===== config.mk =====
export PLATFORM = sky130hd
export DESIGN_NAME = quoted_argument_tokenizer
export DESIGN_NICKNAME = d
export VERILOG_FILES = /design/src/rtl/qat_pkg.sv /design/src/rtl/qat_parse.sv /design/src/rtl/qat_out_buf.sv /design/src/rtl/quoted_argument_tokenizer.sv
export SDC_FILE = /design/constraint.sdc
export NUM_CORES = 1
export LEC_CHECK = 0
export ABC_AREA = 0
export BUFFER_PORTS_ARGS = -buffer_cell sky130_fd_sc_hd__buf_2
export CAP_MARGIN = 10
export CELL_PAD_IN_SITES_DETAIL_PLACEMENT = 1
export CELL_PAD_IN_SITES_GLOBAL_PLACEMENT = 1
export CORE_UTILIZATION = 45
export DETAILED_ROUTE_END_ITERATION = 10
export PLACE_DENSITY = 0.87
export SLEW_MARGIN = 0
export SYNTH_ARGS = -nofsm -noshare
export SYNTH_HDL_FRONTEND = slang
export SYNTH_SLANG_ARGS = --single-unit

===== constraint.sdc =====
create_clock -name clk -period 3.25 [get_ports clk]
set_input_delay 0.325 -clock clk [delete_from_list [all_inputs] [get_ports clk]]
set_output_delay 0.325 -clock clk [all_outputs]
set_load 0.005 [all_outputs]

===== src/rtl/qat_pkg.sv =====
// Package: types, byte codes and the escape map for the argument tokenizer.
`timescale 1ns / 1ps

package qat_pkg;

  localparam logic [7:0] CH_QUOTE  = 8'h22;
  localparam logic [7:0] CH_BSLASH = 8'h5C;
  localparam logic [7:0] CH_SPACE  = 8'h20;

  typedef enum logic [2:0] {
    MODE_NORMAL = 3'b001,
    MODE_QUOTED = 3'b010,
    MODE_ESCAPE = 3'b100
  } qat_mode_t;

  typedef struct packed {
    logic [7:0] out_char;
    logic       char_valid;
    logic       token_end;
    logic       token_drop;
  } qat_result_t;

  function automatic logic [7:0] qat_map_escape(input logic [7:0] c);
    logic [7:0] m;
    case (c)
      8'h61:   m = 8'h07; // a
      8'h62:   m = 8'h08; // b
      8'h65:   m = 8'h1B; // e
      8'h66:   m = 8'h0C; // f
      8'h6E:   m = 8'h0A; // n
      8'h72:   m = 8'h0D; // r
      8'h74:   m = 8'h09; // t
      8'h76:   m = 8'h0B; // v
      default: m = c;
    endcase
    return m;
  endfunction

endpackage


===== src/rtl/qat_parse.sv =====
// Parser state and the per-byte next-state and result logic.
`timescale 1ns / 1ps

module qat_parse (
  input  logic                clk,
  input  logic                rst,
  input  logic                accept,
  input  logic [7:0]          ch,
  input  logic                last,
  output qat_pkg::qat_result_t result
);
  import qat_pkg::*;

  qat_mode_t mode, mode_next;
  logic      plain_open, plain_open_next;

  always_comb begin
    mode_next       = mode;
    plain_open_next = plain_open;
    result          = '0;
    case (mode)
      MODE_ESCAPE: begin
        result.out_char   = qat_map_escape(ch);
        result.char_valid = 1'b1;
        mode_next         = MODE_QUOTED;
      end
      MODE_QUOTED: begin
        if (ch == CH_QUOTE) begin
          result.token_end = 1'b1;
          mode_next        = MODE_NORMAL;
        end else if (ch == CH_BSLASH) begin
          mode_next = MODE_ESCAPE;
        end else begin
          result.out_char   = ch;
          result.char_valid = 1'b1;
        end
      end
      default: begin
        mode_next = MODE_NORMAL;
        if (ch inside {CH_SPACE, CH_QUOTE}) begin
          if (plain_open) begin
            result.token_end = 1'b1;
            plain_open_next  = 1'b0;
          end
          if (ch == CH_QUOTE) begin
            mode_next = MODE_QUOTED;
          end
        end else begin
          result.out_char   = ch;
          result.char_valid = 1'b1;
          plain_open_next   = 1'b1;
        end
      end
    endcase
    // line end closes a plain token, drops an unfinished quoted one
    if (last) begin
      if (plain_open_next) begin
        result.token_end = 1'b1;
      end
      if (mode_next != MODE_NORMAL) begin
        result.token_drop = 1'b1;
      end
      mode_next       = MODE_NORMAL;
      plain_open_next = 1'b0;
    end
  end

  always_ff @(posedge clk) begin
    if (rst) begin
      mode       <= MODE_NORMAL;
      plain_open <= 1'b0;
    end else if (accept) begin
      mode       <= mode_next;
      plain_open <= plain_open_next;
    end
  end

endmodule


===== src/rtl/qat_out_buf.sv =====
// Result register with a skid stage so input ready is a registered signal.
`timescale 1ns / 1ps

module qat_out_buf (
  input  logic                clk,
  input  logic                rst,
  input  logic                push,
  input  qat_pkg::qat_result_t push_data,
  output logic                can_push,
  output logic                out_valid,
  input  logic                out_ready,
  output qat_pkg::qat_result_t out_data
);
  import qat_pkg::*;

  logic        skid_valid;
  qat_result_t skid_data;

  assign can_push = !skid_valid;

  always_ff @(posedge clk) begin
    if (rst) begin
      out_valid  <= 1'b0;
      skid_valid <= 1'b0;
    end else if (out_ready || !out_valid) begin
      if (skid_valid) begin
        out_valid  <= 1'b1;
        skid_valid <= 1'b0;
      end else begin
        out_valid <= push;
      end
    end else if (push) begin
      skid_valid <= 1'b1;
    end
  end

  // payload: no reset
  always_ff @(posedge clk) begin
    if (out_ready || !out_valid) begin
      out_data <= skid_valid ? skid_data : push_data;
    end else if (push) begin
      skid_data <= push_data;
    end
  end

endmodule


===== src/rtl/quoted_argument_tokenizer.sv =====
// An accepted word's result is registered in the output register, or in the skid entry while the master side stalls.
// Throughput: one word per cycle while s_tready is high; the parser state updates in the accepting cycle.
// A two-entry result buffer keeps s_tready registered; it drops only when both entries are full.
// Reset (rst, synchronous, active high): mode back to normal, no plain token open,
// result buffer emptied; payload registers are left as they are.
`timescale 1ns / 1ps

module quoted_argument_tokenizer (
  input  logic       clk,
  input  logic       rst,
  // slave side: command line bytes
  input  logic       s_tvalid,
  output logic       s_tready,
  input  logic [7:0] s_tdata,  // [7:0] ch
  input  logic       s_tlast,  // last byte of the line
  // master side: token results
  output logic       m_tvalid,
  input  logic       m_tready,
  output logic [7:0] m_tdata,  // [7:0] out_char (zero when char_valid is low)
  output logic [1:0] m_tuser,  // [0] char_valid, [1] token_drop
  output logic       m_tlast   // token_end
);
  import qat_pkg::*;

  logic        accept;
  qat_result_t step_result;
  qat_result_t out_result;

  // a word is taken whenever the buffer has room
  assign accept = s_tvalid && s_tready;

  // parser: mode and plain-token flag, next result from the current byte
  qat_parse u_parse (
    .clk    (clk),
    .rst    (rst),
    .accept (accept),
    .ch     (s_tdata),
    .last   (s_tlast),
    .result (step_result)
  );

  // result register plus skid entry
  qat_out_buf u_out_buf (
    .clk       (clk),
    .rst       (rst),
    .push      (accept),
    .push_data (step_result),
    .can_push  (s_tready),
    .out_valid (m_tvalid),
    .out_ready (m_tready),
    .out_data  (out_result)
  );

  assign m_tdata = out_result.out_char;
  assign m_tuser = {out_result.token_drop, out_result.char_valid};
  assign m_tlast = out_result.token_end;

endmodule


==> metrics.md, run 1 <==
| Metric | Value |
|---|---|
| Overflow after GRT | 0 |
| Post-synth top flop | edfxtp_1 |
| DRT Pass-1 Iters | 4 |
| Top-count cell post-synth | edfxtp_1 |
| Placed Cells | 211 |
| Pin count of the biggest net entering global routing | 16 |
| Final period utilization | 0.625 |
| DRC Markers | 0 |
| Crit start category | register |
| Syn nets | 163 |
| Worst r2r src | u_parse.mode[2]$_SDFFE_PP0P_ |
| Die Width | 60.4 µm |
| Fin area | between 0.0015 and 0.002 mm² |
| Routed wire per std cell | ~18 µm |
| Initial antenna violation count | 0 |
| Post-route ant nets | 0 |
| Root Buffer | clkbuf_4 |
| # setup viols final | 0 |
| Synth Register Bits | 28 |
| GRT Overall Usage | 0.231 |
| Final non-filler cell total | 215 |
| Total power draw | 0.649 mW |
| Maximum fanout along the worst path | 8 |
| Core area | 0.00315 mm² |
| Initial Util | 0.487 |
| Vias in the first global route | 1293 |
| Avg Cell Area, Syn | 10.2 µm² |
| Crit end category | register |
| First-pass GRT wire length | 6150 µm |
| Final hold violation count | 0 |
| Critical Path Start | u_parse.mode[2]$_SDFFE_PP0P_ |
| Min-delay src | rst |
| Buffers on Ports | 25 |
| Final WL | 3840 µm |
| Post-DP HPWL | 2980 µm |
| Row count | 20 |
| Share of layout cells above drive strength 1 | 0.240 |
| Diodes inserted | 0 |
| Layout net count | 185 |
| Yosys warnings | 0 |
| Layout area overhead | 12.1% |
| GP Congestion | between 0.7 and 0.8 |
| Clock Latency Late Sink | ~330 ps |
| Post_cts resized | 0 |
| CP top delay family | simple AND/OR/NAND/NOR gates |
| Clock skew | 1.85 ps |
| HP Class | input port to register |
| Post-synthesis simple-gate area fraction | 0.226 |
| Largest cells by area after synthesis | edfxtp_1 (43%), dfxtp_1 (7.8%), mux2_2 (4.4%) |
| Mux contribution to synthesized area | 0.0603 |
| Register area share after synthesis | 0.508 |
| Synth cell types | 48 |
| Slowest-stage cell, CP | nor3b_1 |
| Clk sink count | 28 |
| P_leak | 0.615 nW |
| CTS tree | built |
| Worst Max-Slew Pin Slew | between 600 and 700 ps |
| Fraction of registers with async set/reset | 0 |
| Worst path max stage delay | 560 ps |
| Critical Path RT | 3350 ps |
| Max Root-Sink Buffers | 2 |
| Worst Path Arrival | 2140 ps |
| Synth Area in Compound Gates | 0.173 |
| Post CTS Setup Buffer Count | 0 |
| Vias per cell | 6.01 |
| Largest family of logic cells by synthesized area | simple AND/OR/NAND/NOR gates |
| CP Buf/Inv Count | 0 |
| CTS buffer count | 3 |
| Area leader, netlist | edfxtp_1 |
| Worst slew margin | 0.580 |
| PD cells | approximately 380 mW/mm² |
| Period minus WS final | between 2000 and 2500 ps |
| DR vias | 1292 |
| Post-route setup TNS | 0 ps |
| Fmax | around 0.49 GHz |
| Die height | between 60 and 70 µm |
| Mapped Cells | 150 |
| DIE AREA | 0.00365 mm² |
| Io pins | 26 |
| Mapped Area | 0.00154 mm² |
| Placed Area | 0.00169 mm² |
| Critical Path, Cell by Cell | nor3b_1 -> nor2_1 -> o31a_1 -> mux2_4 |
| VDD IR max | about 150 µV |
| Reg clk slew, reported paths | ~140 ps |
| EDFF count, synth | 22 |
| RSZ-0062 raised after global routing | false |
| 1st-iter DRT viols | 70 |
| Hold_ws | about 250 ps |
| Max Cap Viol | 0 |
| Post-synthesis xor/xnor area fraction | 0 |
| Synthesized-area fraction occupied by adder cells | 0 |
| Critical setup path kind | register to register |
| Most frequent cells after synthesis | edfxtp_1 (22), nor2_1 (17), a21oi_1 (12) |
| Top-area cell type share of the netlist area | 0.430 |
| CTS Hold Bufs | 0 |
| Final Slew Violations | 0 |
| Outcome | completed |
| H-tree Lvls | 1 |
state kept, by name (all words and copies together), names as in the netlist:
| register | flops |
|---|---|
| u_parse.mode | 3 |
| u_parse.plain_open | 1 |
| u_out_buf.skid_valid | 1 |
| u_out_buf.out_valid | 1 |
| u_out_buf.out_data | 11 |
| u_out_buf.skid_data | 11 |
through the flow:
step	worst slack [ps]	util
final	1220	0.546
after global routing	1110	0.546
after CTS	1220	0.546
after detailed placement	1100	0.535
after global placement	1150	0.535
after floorplan	1360	-
worst register-to-register path: stages, from the launching register on:
cell and delay, ps:
dfxtp_1 480, nor3b_1 560, nor2_1 150, o31a_1 360, mux2_4 260
cell type report:
class                      count  area (µm²)
sequential                    28         781
fill                         376        1430
inverter                       3        11.3
clock buffer                   4        36.3
timing repair buffer          26         133
tap                           44        55.1
multi-input combinational    110         706
power by group:
| group | leakage [nW] | internal (mW) | switching [mW] |
|---|---|---|---|
| sequential | 0.257 | 0.402 | 0.00455 |
| combinational | 0.337 | 0.0293 | 0.0461 |
| clock | 0.0210 | 0.0687 | 0.0987 |
| total | 0.615 | 0.500 | 0.149 |
path summary, 6_finish.rpt:
path                                                   endpoint  slack, ps  cells past startpoint
worst min register to register  u_parse.plain_open$_SDFFE_PP0P_        520                      2
worst max-delay path            u_out_buf.out_data[8]$_DFFE_PP_       1220                      4
worst max register to register  u_out_buf.out_data[8]$_DFFE_PP_       1220                      4
worst min-delay path               u_parse.mode[1]$_SDFFE_PP0P_        250                      2
logic make-up after synthesis:
kind of cell	Yosys count
AND/OR/NAND/NOR	62
AO/OA/AOI/OAI	40
buffers and inverters	12
flip-flops	28
multiplexers	8
cell usage in the layout (no fill, tap or decap), drive strengths merged, types with 2 or more instances in the layout:
cell type  synthesis  final
nand4              3      3
nand3              3      3
nor4               2      2
buf                2     26
nor3b              2      2
o21ai              6      6
nand3b             2      2
or4                3      3
nor2b              3      3
inv                3      3
a31oi              4      4
dfxtp              6      6
nand2b             6      6
clkbuf             7      4
edfxtp            22     22
a21oi             12     12
nor3               2      2
a21o               3      3
o211ai             2      2
and3               3      3
nand2             10     10
or3b               3      3
mux2               7      7
nor2              17     17
per-layer routing:
metal | vias up | GRT usage | wire, µm
li1 | 610 | - | -
met1 | 635 | 0.298 | 1650
met2 | 40 | 0.403 | 1950
met3 | 7 | 0.0107 | 157
met4 | 0 | 0.104 | 74
met5 | - | 0 | 0
(Power assumes the default switching activity.)
==> run 2, diff against run 1 <==
CORE_UTILIZATION = 43   (was 45)
PLACE_DENSITY = 0.84   (was 0.87)
clock period = 1.89 ns   (was 3.25 ns; I/O delays follow)
==> run 2 against run 1 <==
  * Sequential share of layout area fell by 3.9 points
  * Critical endpoint is now u_out_buf.out_data[5]$_DFFE_PP_
  * Largest cell class unchanged
  * Sequential power grew 72%
  * Largest power group unchanged
  * Clock skew rose by 4.0 ps
  * Critical path depth is 1 lower
  * Routed wire length grew 7.2%
  * Setup slack got worse by 1200 ps
==> metrics.md, run 2 (same netlist as run 1, synthesis figures left out) <==
| Metric | Value |
|---|---|
| CTS Hold Bufs | 0 (unchanged) |
| RSZ-0062 raised after global routing | false |
| Multi-input logic area | 712 µm² (+0.89%) |
| Post CTS Setup Buffer Count | 0 (unchanged) |
| Max Cap Viol | 0 (unchanged) |
| P_leak | 0.713 nW (+16%) |
| H-tree Lvls | 1 (unchanged) |
| Final WL | 4110 µm (+7.2%) |
| Io pins | 26 (unchanged) |
| Clock Latency Late Sink | 330 ps (about the same) |
| CTS buffer count | 3 (unchanged) |
| Vias per cell | 5.80 (-3.5%) |
| Share of layout cells above drive strength 1 | 0.339 (+0.0988) |
| Diodes inserted | 0 (unchanged) |
| Worst Path Arrival | 2020 ps (-120 ps) |
| Worst slew margin | 0.665 (+0.0854) |
| Largest regs | u_out_buf.out_data x11, u_out_buf.skid_data x11, u_parse.mode x3 |
| Outcome | completed |
| Layout area overhead | 23.0% |
| Placed Cells | 234 (+11%) |
| HP Class | input port to register |
| Pin count of the biggest net entering global routing | 16 (unchanged) |
| Post-route ant nets | 0 (unchanged) |
| Hold_ws | 90.2 ps (-165 ps) |
| DR vias | 1380 (+6.8%) |
| FF-to-FF setup slack | 50 ps (-1170 ps) |
| GRT Overall Usage | 0.241 (+0.00945) |
| Final Core Density | 0.558 (+0.0117) |
| Final Slew Violations | 0 (unchanged) |
| Clock skew | 5.81 ps (+3.96 ps) |
| Final hold violation count | 0 (unchanged) |
| Crit end category | register |
| Core area | 0.00339 mm² (+7.5%) |
| Cells on worst reg2reg path | 3 (-1) |
| DRT Pass-1 Iters | 4 (unchanged) |
| Initial antenna violation count | 0 (unchanged) |
| VDD IR max | 202 µV (+39%) |
| Register Area | 783 µm² (+0.32%) |
| 1st-iter DRT viols | 38 (-46%) |
| Period minus WS final | 1840 ps (-191 ps) |
| Fmax | 0.543 GHz (+10%) |
| Die height | 61.8 µm (+2.2%) |
| Crit start category | register |
| Critical Path Sink | u_out_buf.out_data[5]$_DFFE_PP_ |
| Maximum fanout along the worst path | 5 (-3) |
| Final non-filler cell total | 238 (+11%) |
| Final period utilization | 0.974 (+0.349) |
| Fin area | 0.00189 mm² (+9.8%) |
| GP Congestion | 0.803 (+1.3%) |
| Root Buffer | clkbuf_4 |
| RR Endpoint | u_out_buf.out_data[5]$_DFFE_PP_ |
| Layout net count | 206 (+11%) |
| Worst r2r src | u_parse.mode[2]$_SDFFE_PP0P_ |
| Post-route setup TNS | 0 ps (unchanged) |
| First-pass GRT wire length | 6580 µm (+7.0%) |
| CTS tree | built |
| Layout fillers | 399 (+6.1%) |
| Critical Path RT | 2060 ps (-1290 ps) |
| Routed wire per std cell | 17.3 µm (-3.1%) |
| DIE AREA | 0.00382 mm² (+4.5%) |
| Most frequent cells in the layout | buf_2 (25), buf_4 (22), edfxtp_1 (22) |
| Critical setup path kind | register to register |
| # setup viols final | 0 (unchanged) |
| Reg clk slew, reported paths | 150 ps (about the same) |
| Clk sink count | 28 (unchanged) |
| Buffers on Ports | 25 (unchanged) |
| Row count | 21 (+5.0%) |
| Placed Area | 0.00185 mm² (+9.5%) |
| Critical Path Start | u_parse.mode[2]$_SDFFE_PP0P_ |
| Vias in the first global route | 1384 (+7.0%) |
| Die Width | 61.8 µm (+2.2%) |
| WHS Path Cells | 2 (unchanged) |
| Max Root-Sink Buffers | 2 (unchanged) |
| DRC Markers | 0 (unchanged) |
| PD cells | 603 mW/mm² (+60%) |
| Post-DP HPWL | 3270 µm (+9.8%) |
| Worst Max-Slew Pin Slew | 497 ps (-133 ps) |
| Most common cell after layout, fill and taps aside | buf_2 |
| Initial Util | 0.453 (-0.0340) |
| Overflow after GRT | 0 (unchanged) |
-- run 2: changes by cell type in the layout (fill, tap and decap cells not counted) --
cell     delta
buf_4      +21
dfxtp_2     +2
dfxtp_1     -2
nor4_2      +1
nor4_1      -1
-- run 2: worst min path at each step --
stage                     start                               end  slack, ps
after detailed placement    rst      u_parse.mode[1]$_SDFFE_PP0P_        450
after CTS                   rst      u_parse.mode[1]$_SDFFE_PP0P_         80
after global placement      rst   u_parse.plain_open$_SDFFE_PP0P_        450
final                       rst      u_parse.mode[1]$_SDFFE_PP0P_         90
after floorplan             rst  u_out_buf.out_valid$_SDFFE_PP0P_        260
after global routing        rst   u_parse.plain_open$_SDFFE_PP0P_         70
-- run 2: routing by layer --
metal  vias to the layer above  share of wire  wire length (µm)  global-route usage
li1                        653              -                 -                   -
met5                         -              0                 0                   0
met3                        11          0.034               140              0.0373
met1                       673           0.43              1790               0.310
met4                         0          0.025               104              0.0921
met2                        43           0.51              2080               0.409
-- run 2: repair_timing --
action,4_1_cts,5_1_grt
hold endpoints to repair,0,0
gates resized for setup,0,3
setup endpoints to repair,0,5
-- run 2: critical path, cell delays in order (launching register included) --
cell     delay (ps)
dfxtp_2         400
or3b_2          520
or4_1           540
a41oi_1         230
-- run 2: cell type report --
| class | count | share of cell area |
|---|---|---|
| flip-flops and latches | 28 | 0.414 |
| multi-input cells | 110 | 0.377 |
| repair buffers | 47 | 0.154 |
| well taps | 46 | 0.0304 |
| clock buffers | 4 | 0.0192 |
| inverters | 3 | 0.00596 |
-- run 2: where the power goes --
part	internal (mW)	total, mW	switching, mW
sequential	0.690	0.698	0.00740
combinational	0.0675	0.151	0.0833
clock	0.118	0.291	0.173
total	0.876	1.14	0.263
-- run 2: per-stage QoR --
step           setup WS [ps]  total power [mW]
2_1_floorplan           96.2             0.782
3_3_place_gp           -9.35             0.852
3_5_place_dp            -130             0.862
4_1_cts                 11.3              1.14
5_1_grt                 6.54              1.18
6_report                48.7              1.14
==> run 3, diff against run 2 <==
ABC_CLOCK_PERIOD_IN_PS = 1890   (was not set)
CAP_MARGIN = not set   (was 10)
CORE_UTILIZATION = 44   (was 43)
PLACE_DENSITY = 0.83   (was 0.84)
SYNTH_HIERARCHICAL = 1   (was not set)
==> run 3 against run 2 <==
  * Global-route usage shrank 3.9 points
  * Flip-flop and latch count stayed put
  * Fmax increased by 2.7%
  * Combinational power hardly changed
  * Non-clock buffer count down 14
  * Routed wire length fell by 19%
  * Via count shrank 20%
  * Synthesized cell count shrank 16%
  * Sequential power is essentially flat
  * Clock power decreased by 4%
  * Core utilization about the same
  * Largest cell class unchanged
  * Largest power group unchanged
==> metrics.md, run 3 <==
| Metric | Value |
|---|---|
| Outcome | completed |
| CTS tree | built |
| Pin count of the biggest net entering global routing | 16 (unchanged) |
| Worst slew margin | 0.760 (+0.0945) |
| Die Width | 60.7 µm (-1.8%) |
| GP Congestion | 0.836 (+4.1%) |
| Max Cap Viol | 0 (unchanged) |
| Maximum fanout along the worst path | 6 (+1) |
| Critical setup path kind | register to register |
| Seq pwr share | 0.620 (+0.007) |
| Reg clk slew, reported paths | 140 ps (about the same) |
| Met2 Usage GRT | 0.352 (-0.0570) |
| H-tree Lvls | 1 (unchanged) |
| HP Class | input port to register |
| Vias in the first global route | 1137 (-18%) |
| Syn nets | 139 (-15%) |
| Switch Pwr | 0.248 mW (-5.7%) |
| Critical Path Start | u_parse/mode[1]$_SDFFE_PP0P_ |
| Largest cells by area after synthesis | edfxtp_1 (44%), dfxtp_1 (7.9%), mux2_4 (7.9%) |
| First-pass GRT wire length | 5410 µm (-18%) |
| FF-to-FF setup slack | 100 ps (+50 ps) |
| Diodes inserted | 0 (unchanged) |
| Slowest-stage cell, CP | or3b_4 |
| Synth cell types | 43 (-10%) |
| Crit start category | register |
| Most common cell after layout, fill and taps aside | buf_2 |
| Post-route ant nets | 0 (unchanged) |
| Register area share after synthesis | 0.516 (+0.00756) |
| Largest regs | u_out_buf/out_data x11, u_out_buf/skid_data x11, u_parse/mode x3 |
| Post_cts resized | 0 (unchanged) |
| Area leader, netlist | edfxtp_1 |
| Layout net count | 172 (-17%) |
| Top-count cell post-synth | edfxtp_1 |
| Most frequent cells after synthesis | edfxtp_1 (22), mux2_4 (8), nor2_1 (8) |
| Die height | 60.7 µm (-1.8%) |
| DRT Pass-1 Iters | 4 (unchanged) |
| P_leak | 0.677 nW (-5.2%) |
| Yosys warnings | 6 (+6) |
| Min-delay src | rst |
| Critical Path, Cell by Cell | or3b_4 -> a31oi_4 -> nand3_1 -> o211ai_2 -> o2bb2ai_1 -> mux2_4 |
| Routed wire per std cell | 16.6 µm (-4.1%) |
| Critical Path RT | 2090 ps (+30 ps) |
| Placed Cells | 198 (-15%) |
| Avg Cell Area, Syn | 12.0 µm² (+17%) |
| Most frequent cells in the layout | buf_2 (25), edfxtp_1 (22), mux2_4 (8), nor2_1 (8), buf_4 (8) |
| Io pins | 26 (unchanged) |
| Clock skew | 3.56 ps (-2.25 ps) |
| PD cells | 640 mW/mm² (+6.2%) |
| Worst path max stage delay | 440 ps (-100 ps) |
| Max Root-Sink Buffers | 2 (unchanged) |
| Worst r2r src | u_parse/mode[1]$_SDFFE_PP0P_ |
| Clock Latency Late Sink | 310 ps (-20 ps) |
| Post-synth top flop | edfxtp_1 |
| Mapped Cells | 126 (-16%) |
| CP Buf/Inv Count | 0 (unchanged) |
| # setup viols final | 0 (unchanged) |
| Fin area | 0.00176 mm² (-7.0%) |
| Crit end category | register |
| Initial antenna violation count | 0 (unchanged) |
| CTS Hold Bufs | 0 (unchanged) |
| VDD IR max | 219 µV (+8.5%) |
| Final Slew Violations | 0 (unchanged) |
| EDFF count, synth | 22 (unchanged) |
| Initial Util | 0.480 (+0.0269) |
| CTS buffer count | 3 (unchanged) |
| Core area | 0.00315 mm² (-7.0%) |
| DRC Markers | 0 (unchanged) |
| Final Core Density | 0.558 (about the same) |
| Final period utilization | 0.949 (-0.0257) |
| Int Pwr | 0.877 mW (+0.12%) |
| Fmax | 0.558 GHz (+2.7%) |
| Share of layout cells above drive strength 1 | 0.373 (+0.0349) |
| 1st-iter DRT viols | 38 (unchanged) |
| Synth Register Bits | 28 (unchanged) |
| Clock power frac | 0.248 (-0.007) |
| GRT Overall Usage | 0.202 (-0.0386) |
| Final WL | 3350 µm (-19%) |
| Buffers on Ports | 25 (unchanged) |
| Fraction of registers with async set/reset | 0 (unchanged) |
| RSZ-0062 raised after global routing | false |
| Top-area cell type share of the netlist area | 0.436 (+0.00640) |
| Post CTS Setup Buffer Count | 0 (unchanged) |
| Clk sink count | 28 (unchanged) |
| GRT met1 Usage | 0.254 (-0.0561) |
| DR vias | 1109 (-20%) |
| Vias per cell | 5.49 (-5.3%) |
| Placed Area | 0.00171 mm² (-7.3%) |
| Overflow after GRT | 0 (unchanged) |
| Worst Max-Slew Pin Slew | 358 ps (-140 ps) |
| Final non-filler cell total | 202 (-15%) |
| Most Crowded Layer GR | met2 |
| Comb power frac | 0.131 (about the same) |
| Root Buffer | clkbuf_4 |
| Row count | 20 (-4.8%) |
| Met3 global-route usage | 0.0277 (-0.00955) |
| Post-DP HPWL | 2600 µm (-20%) |
| Period minus WS final | 1790 ps (-48.6 ps) |
| DIE AREA | 0.00368 mm² (-3.6%) |
| Layout area overhead | 16.1% |
| Post-route setup TNS | 0 ps (unchanged) |
| Worst Path Arrival | 1990 ps (-30 ps) |
| Final hold violation count | 0 (unchanged) |
| CP top delay family | simple AND/OR/NAND/NOR gates |
| Mapped Area | 0.00151 mm² (-1.5%) |
| Sw frac | 0.221 (-0.0106) |
[run 3: worst paths after layout]
kind	depth (start not counted)	to
min reg2reg	2	u_parse/plain_open$_SDFFE_PP0P_
max reg2reg	6	u_out_buf/out_data[7]$_DFFE_PP_
min	2	u_parse/mode[2]$_SDFFE_PP0P_
max	6	u_out_buf/out_data[7]$_DFFE_PP_
[run 3: layout make-up]
type,instances,area (µm²)
Fill cell,362,1400
Sequential cell,28,783
Multi-Input combinational cell,89,683
Timing Repair Buffer,33,185
Tap cell,44,55.1
Clock buffer,4,36.3
Inverter,4,15.0
[run 3: power groups by stage]
stage               registers [mW]  logic, mW  clock network [mW]
floorplan                    0.715     0.0821                   0
global placement             0.711      0.139                   0
detailed placement           0.713      0.147                   0
CTS                          0.699      0.148               0.295
global route                 0.702      0.161               0.315
finish                       0.698      0.148               0.279
[run 3: cells by family (layout without fill, tap and decap cells)]
logic type             Yosys count  after routing  synth area share
AND/OR/NAND/NOR                 48             48             0.190
flip-flops                      28             28             0.516
AO/OA/AOI/OAI                   26             26             0.131
multiplexers                    12             12             0.108
buffers and inverters            9             41            0.0380
XOR/XNOR                         3              3            0.0174
[run 3: layer usage]
layer	wire [µm]	vias to the layer above
li1	-	529
met4	31	0
met5	0	-
met2	1760	28
met1	1460	548
met3	100	4
[run 3: stage by stage]
| step | setup WS, ps | hold slack, ps | power (mW) |
|---|---|---|---|
| after floorplan | 155 | 258 | 0.797 |
| after global placement | 21.6 | 445 | 0.850 |
| after detailed placement | -15.6 | 459 | 0.860 |
| after CTS | 35.8 | 104 | 1.14 |
| after global routing | 11.9 | 98.3 | 1.18 |
| final | 97.3 | 112 | 1.13 |
[run 3: worst register-to-register path, cell delays in order (launching register included)]
cell,delay [ps]
dfxtp_2,400
or3b_4,440
a31oi_4,190
nand3_1,150
o211ai_2,110
o2bb2ai_1,180
mux2_4,200
